### src/hw/rtl/ltl_pkg.sv
package ltl_pkg;

    // Fixed-point scaling of the channel ratio and of the final result.
    localparam int RATIO_SCALE = 9;
    localparam int LUX_SCALE   = 14;

    // Field widths.
    localparam int CNT_W  = 16;
    localparam int LUX_W  = 12;
    localparam int LUX_MAX = 2496;

    // An unsaturated quotient ir*2^(RATIO_SCALE+1)/broad stays below 2^(RATIO_SCALE+2)
    // whenever ir < 2*broad; anything larger lies beyond the last breakpoint anyway.
    localparam int QUO_W = RATIO_SCALE + 2;

    localparam int COEF_W = 10;
    localparam int PROD_W = CNT_W + COEF_W;
    localparam int NUM_SEG = 8;

    typedef struct packed {
        logic [COEF_W-1:0] b;
        logic [COEF_W-1:0] m;
    } t_coef;

    // Breakpoints and slope pairs for the T package.
    localparam logic [QUO_W-1:0] SEG_K [NUM_SEG] = '{
        11'h040, 11'h080, 11'h0c0, 11'h100, 11'h138, 11'h19a, 11'h29a, 11'h29a
    };
    localparam logic [COEF_W-1:0] SEG_B [NUM_SEG] = '{
        10'h1f2, 10'h214, 10'h23f, 10'h270, 10'h16f, 10'h0d2, 10'h018, 10'h000
    };
    localparam logic [COEF_W-1:0] SEG_M [NUM_SEG] = '{
        10'h1be, 10'h2d1, 10'h37b, 10'h3fe, 10'h1fc, 10'h0fb, 10'h012, 10'h000
    };

    // The first breakpoint that the halved ratio does not exceed selects the pair.
    function automatic t_coef seg_coef(input logic [QUO_W-1:0] half);
        t_coef c;
        logic  hit;
        c   = '0;
        hit = 1'b0;
        for (int i = 0; i < NUM_SEG; i++) begin
            if (!hit && (half <= SEG_K[i])) begin
                c.b = SEG_B[i];
                c.m = SEG_M[i];
                hit = 1'b1;
            end
        end
        return c;
    endfunction

endpackage

### src/hw/rtl/two_channel_light_to_lux.sv
// An accepted word passes the divider stages, then the segment, product and output registers, to its lux word.
// Throughput: one word per cycle while the output is not stalled; the eleven-stage restoring divider sets the depth.
// A stall at the output holds every stage; no word is dropped or repeated.
// Reset (i_rst_n, synchronous, active low) clears all stage valid bits only;
// no clearing pass is needed, so a word may enter in the first cycle after reset.
module two_channel_light_to_lux (
    input  logic                        i_clk,
    input  logic                        i_rst_n,
    input  logic                        i_valid,
    output logic                        o_stall,
    input  logic [ltl_pkg::CNT_W-1:0]   i_broad_count,
    input  logic [ltl_pkg::CNT_W-1:0]   i_ir_count,
    output logic                        o_valid,
    input  logic                        i_stall,
    output logic [ltl_pkg::LUX_W-1:0]   o_lux
);

    localparam int CW = ltl_pkg::CNT_W;
    localparam int QB = ltl_pkg::QUO_W;
    localparam int PW = ltl_pkg::PROD_W;
    localparam int LS = ltl_pkg::LUX_SCALE;
    localparam int LW = ltl_pkg::LUX_W;

    // The whole pipeline moves as one. It halts only when the output register
    // holds a word that the downstream side is not taking; otherwise a new word
    // enters while the previous result is still on display.
    logic w_adv;
    assign w_adv   = !(o_valid && i_stall);
    assign o_stall = !w_adv;

    // ------------------------------------------------------------------
    // Divider: one quotient bit per stage, most significant first. The
    // numerator ir*2^(RATIO_SCALE+1) has only zero bits below ir, so the
    // partial remainder starts as ir and is doubled between stages.
    // The overflow flag marks ir >= 2*broad, whose halved ratio is beyond
    // the last breakpoint; the quotient of such a word is not used.
    // ------------------------------------------------------------------
    logic          r_dvld   [QB];
    logic [CW-1:0] r_dbroad [QB];
    logic [CW-1:0] r_dir    [QB];
    logic [CW-1:0] r_drem   [QB];
    logic [QB-1:0] r_dq     [QB];
    logic          r_dovf   [QB];
    logic          r_dzero  [QB];

    for (genvar k = 0; k < QB; k++) begin : g_div
        logic          n_vld;
        logic [CW-1:0] n_broad;
        logic [CW-1:0] n_ir;
        logic [CW:0]   n_rin;
        logic [QB-1:0] n_qin;
        logic          n_ovf;
        logic          n_zero;
        logic          n_ge;
        logic [CW:0]   n_rsub;

        if (k == 0) begin : g_first
            always_comb begin
                n_vld   = i_valid;
                n_broad = i_broad_count;
                n_ir    = i_ir_count;
                n_rin   = {1'b0, i_ir_count};
                n_qin   = '0;
                n_zero  = (i_broad_count == '0);
                n_ovf   = ({1'b0, i_ir_count} >= {i_broad_count, 1'b0});
            end
        end else begin : g_next
            always_comb begin
                n_vld   = r_dvld[k-1];
                n_broad = r_dbroad[k-1];
                n_ir    = r_dir[k-1];
                n_rin   = {r_drem[k-1], 1'b0};
                n_qin   = r_dq[k-1];
                n_zero  = r_dzero[k-1];
                n_ovf   = r_dovf[k-1];
            end
        end

        always_comb begin
            n_ge   = (n_rin >= {1'b0, n_broad});
            n_rsub = n_rin - {1'b0, n_broad};
        end

        always_ff @(posedge i_clk) begin
            if (!i_rst_n) begin
                r_dvld[k] <= 1'b0;
            end else if (w_adv) begin
                r_dvld[k] <= n_vld;
            end
        end

        always_ff @(posedge i_clk) begin
            if (w_adv) begin
                r_dbroad[k] <= n_broad;
                r_dir[k]    <= n_ir;
                r_drem[k]   <= n_ge ? n_rsub[CW-1:0] : n_rin[CW-1:0];
                r_dq[k]     <= n_qin | (QB'(n_ge) << (QB - 1 - k));
                r_dovf[k]   <= n_ovf;
                r_dzero[k]  <= n_zero;
            end
        end
    end

    // ------------------------------------------------------------------
    // Segment select: a zero broadband count gives a ratio of zero, then
    // the ratio is halved with rounding and looked up in the slope table.
    // An overflowed ratio takes zero slopes, so its lux is zero.
    // ------------------------------------------------------------------
    logic [QB-1:0]      n_ratio;
    logic [QB:0]        n_rinc;
    ltl_pkg::t_coef     n_coef;

    always_comb begin
        n_ratio = r_dzero[QB-1] ? '0 : r_dq[QB-1];
        n_rinc  = {1'b0, n_ratio} + (QB+1)'(1);
        if (r_dovf[QB-1] && !r_dzero[QB-1]) begin
            n_coef = '0;
        end else begin
            n_coef = ltl_pkg::seg_coef(n_rinc[QB:1]);
        end
    end

    logic           r_svld;
    logic [CW-1:0]  r_sbroad;
    logic [CW-1:0]  r_sir;
    ltl_pkg::t_coef r_scoef;

    always_ff @(posedge i_clk) begin
        if (!i_rst_n) begin
            r_svld <= 1'b0;
        end else if (w_adv) begin
            r_svld <= r_dvld[QB-1];
        end
    end

    always_ff @(posedge i_clk) begin
        if (w_adv) begin
            r_sbroad <= r_dbroad[QB-1];
            r_sir    <= r_dir[QB-1];
            r_scoef  <= n_coef;
        end
    end

    // ------------------------------------------------------------------
    // Products: two 16 by 10 bit multiplications side by side.
    // ------------------------------------------------------------------
    logic [PW-1:0] n_pos;
    logic [PW-1:0] n_neg;

    always_comb begin
        n_pos = PW'(r_sbroad) * PW'(r_scoef.b);
        n_neg = PW'(r_sir) * PW'(r_scoef.m);
    end

    logic          r_mvld;
    logic [PW-1:0] r_mpos;
    logic [PW-1:0] r_mneg;

    always_ff @(posedge i_clk) begin
        if (!i_rst_n) begin
            r_mvld <= 1'b0;
        end else if (w_adv) begin
            r_mvld <= r_svld;
        end
    end

    always_ff @(posedge i_clk) begin
        if (w_adv) begin
            r_mpos <= n_pos;
            r_mneg <= n_neg;
        end
    end

    // ------------------------------------------------------------------
    // Difference clamped at zero, rounded and scaled down into the
    // output register.
    // ------------------------------------------------------------------
    logic [PW-1:0] n_diff;
    logic [PW:0]   n_sum;

    always_comb begin
        n_diff = (r_mpos > r_mneg) ? (r_mpos - r_mneg) : '0;
        n_sum  = {1'b0, n_diff} + ((PW+1)'(1) << (LS - 1));
    end

    logic          r_ovld;
    logic [LW-1:0] r_olux;

    always_ff @(posedge i_clk) begin
        if (!i_rst_n) begin
            r_ovld <= 1'b0;
        end else if (w_adv) begin
            r_ovld <= r_mvld;
        end
    end

    always_ff @(posedge i_clk) begin
        if (w_adv) begin
            r_olux <= n_sum[LS+LW-1:LS];
        end
    end

    assign o_valid = r_ovld;
    assign o_lux   = r_olux;

`ifndef ASSERT_OFF
    // The scaled result never exceeds the brightest slope on a full count.
    a_lux_range: assert property (@(posedge i_clk) disable iff (!i_rst_n)
        o_valid |-> (o_lux <= LW'(ltl_pkg::LUX_MAX)))
        else $error("lux word beyond its range");

    // A word leaving the divider reaches the segment stage on the next edge.
    a_div_to_sel: assert property (@(posedge i_clk) disable iff (!i_rst_n)
        (w_adv && r_dvld[QB-1]) |=> r_svld)
        else $error("word lost between divider and segment stage");

    // While the output is held, the later stages keep their words.
    a_hold: assert property (@(posedge i_clk) disable iff (!i_rst_n)
        !w_adv |=> ($stable(r_svld) && $stable(r_mvld) && $stable(r_mpos)))
        else $error("pipeline moved during a stall");
`endif

endmodule
### config.mk
export PLATFORM = sky130hd
export DESIGN_NAME = two_channel_light_to_lux
export DESIGN_NICKNAME = d
export VERILOG_FILES = /design/src/hw/rtl/ltl_pkg.sv /design/src/hw/rtl/two_channel_light_to_lux.sv
export SDC_FILE = /design/constraint.sdc
export NUM_CORES = 2
export LEC_CHECK = 0
export CORE_MARGIN = 2
export CORE_UTILIZATION = 65
export DETAILED_ROUTE_END_ITERATION = 10
export DONT_BUFFER_PORTS = 1
export PLACE_DENSITY = 0.93
export SYNTH_ARGS = -nofsm -noshare
export SYNTH_HDL_FRONTEND = slang
export SYNTH_SLANG_ARGS = --single-unit
### constraint.sdc
create_clock -name i_clk -period 37.2 [get_ports i_clk]
set_clock_uncertainty 0.1 [all_clocks]
set_input_delay 3.72 -clock i_clk [delete_from_list [all_inputs] [get_ports i_clk]]
set_output_delay 3.72 -clock i_clk [all_outputs]
set_load 0.01 [all_outputs]
==> impl_metrics.py <==
metrics = {
    "run_status": {
        "outcome": "complete, no violations",
    },
    "logic_synthesis": {
        "async_flop_share_pct": 0,
        "avgSynthCellArea_um2": 11.8,
        "synth_ff_type": "edfxtp_1",
        "synth_edf_count": 723,
        "synth_top_area_share_pct": 49.5,
        "synth_cells": 3709,
        "seq_area_frac_synth_pct": 49.7,
        "synth_top_area_cell": "edfxtp_1",
        "ys_top_cells_by_area": "edfxtp_1, fa_1, ha_1, inv_1, nand2_1",
        "synth_cell_type_count": 93,
        "syn_nets": 4315,
        "syn_area_mm2": 0.0438,
        "yosys_warnings": 0,
        "ys_ff_latch": 727,
    },
    "route": {
        "vias": 28087,
        "dr.pass1.iters": 6,
        "drc": 0,
        "viasPerCell": 6.06,
        "wl_um": 87900,
        "final_antenna_net_count": 0,
        "first_iter_violations": 2908,
        "wl_per_cell_um": 18.9,
    },
    "floorplan": {
        "die_area_mm2": 0.0695,
        "core_area_mm2": 0.0669,
        "die_x_um": 264,
        "ios": 50,
        "std_cell_rows": 95,
        "start_util_pct": 65.5,
        "die_y_um": 264,
    },
    "clocking": {
        "cts_tree": "built",
        "clk_latency_ps": 630,
        "ctsHoldBuffers": 0,
        "cts.sinks": 727,
        "cts.path.max_buffers": 3,
        "cts_max_level": 3,
        "cts_resized": 0,
        "clk_root_buffer_cell": "clkbuf_16",
        "path_clk_slew_ps": 60,
        "cts_setup_buffers": 0,
        "cts_buffers": 74,
    },
    "sta": {
        "relSlewSlack_pct": 14.1,
        "period_share_pct": 22.9,
        "tns_ps": 0,
        "fmax_ghz": 0.118,
        "worst_pin_slew_ps": 1290,
        "finalHoldViolCount": 0,
        "finalSetupViolations": 0,
        "fin_crit_ps": 8510,
        "rsz0062_at_grt": "false",
        "drv_slew": 0,
    },
    "placed_design": {
        "io_buffers": 0,
        "hpwl_um": 58500,
        "place_congestion": 0.906,
    },
    "finish": {
        "seq_area_mm2": 0.0218,
        "multi_input_area_mm2": 0.0198,
        "fillCellCount": 4009,
        "final_nets": 4311,
        "final_cell_mix": "edfxtp_1, inv_1, ha_1",
        "antenna_cells": 0,
        "syn_to_final_growth_pct": 7.31,
        "final_common_cell": "edfxtp_1",
        "drive_gt1_share_pct": 5.10,
    },
    "worst_setup_path": {
        "critPathArrivalTime_ps": 4690,
        "cp_slowest_stage_delay_ps": 600,
        "crit_slowest_cell": "nand2_4",
        "end_kind": "primary output",
        "worstPathCellList": "nand2_4 -> inv_1",
        "r2r-start": "r_scoef[19]",
        "crit_buf_inv": 1,
        "startpoint": "i_stall",
        "critPathKind": "in -> out",
        "required_ps": 33380,
        "critPathLaunchType": "primary input",
        "worstPathMaxFanout": 73,
        "crit_family": "simple AND/OR/NAND/NOR gates",
    },
    "min_path": {
        "hold_path_class": "reg -> reg",
        "min_from": "r_dir[5][9]",
    },
    "grt": {
        "grt_pass1_wl_um": 145000,
        "grt_pass1_vias": 29316,
        "grt_overflow": 0,
        "grt_max_degree": 209,
        "antenna_found_initial": 0,
        "track_usage_pct": 25.8,
    },
    "flow_run": {
        "cap_violations": 0,
    },
}
final cells by class:
class                           count  share of cell area, %
Tap cell                          873                   2.32
Clock inverter                     50                   1.05
Inverter                          509                   4.06
Multi-Input combinational cell   2389                   42.0
Timing Repair Buffer                4                  0.144
Sequential cell                   727                   46.3
Clock buffer                       86                   4.08
final timing paths:
kind              depth (start not counted)     endpoint  slack, ps
setup / recovery                          2      o_stall      28690
hold / removal                            0  r_dir[6][9]        310
setup reg to reg                         20   r_mneg[24]      30340
hold reg to reg                           0  r_dir[6][9]        310
synth_stat cells, types with 62 or more instances:
master / count
clkbuf_1: 62
edfxtp_1: 723
a21oi_1: 184
nand2_1: 310
o21ai_0: 101
nor2_1: 182
ha_1: 340
inv_1: 509
xnor2_1: 112
a21o_1: 71
and2_1: 170
nor3_1: 63
fa_1: 230
routing by layer:
layer / wire [µm] / global-route usage [%] / vias up
li1: - / - / 12915
met2: 45500 / 46.4 / 1286
met4: 4260 / 12.7 / 0
met5: 0 / 0 / -
met3: 5350 / 4.36 / 313
met1: 32800 / 29.9 / 13573
cell families (layout without fill, tap and decap cells):
| logic type | after synthesis | count (layout) | synth area share (%) |
|---|---|---|---|
| simple gates | 979 | 979 | 11.1 |
| flops | 727 | 727 | 49.7 |
| compound gates | 624 | 624 | 9.19 |
| buf+inv | 593 | 649 | 5.21 |
| fa+ha+maj | 571 | 571 | 20.2 |
| xor+xnor | 167 | 167 | 3.34 |
| mux | 48 | 48 | 1.20 |
flip-flops by register name, indices dropped and copies added, names as in the netlist:
signal	cells
r_dq	66
r_dovf	11
r_dzero	11
r_mpos	26
r_dir	176
r_drem	160
r_sbroad	16
r_dbroad	176
r_dvld	11
r_scoef	17
r_mvld	1
o_lux	12
r_mneg	26
o_valid	1
r_sir	16
r_svld	1
per-stage QoR:
stage                     utilization, %  hold slack [ps]  instance area, µm²  worst slack (ps)  std cells
after floorplan                        -              300               43800             12180       3709
after global placement              66.7              300               44600             28730       4502
after detailed placement            66.7              305               44600             28680       4502
after CTS                           70.3              304               47000             28660       4638
after global routing                70.3              316               47000             28590       4638
final                               70.3              307               47000             28690       4638
Power is left out: the tool's default activity adds up to more than one toggle a clock period on the data nets, which glitch-free logic cannot reach.
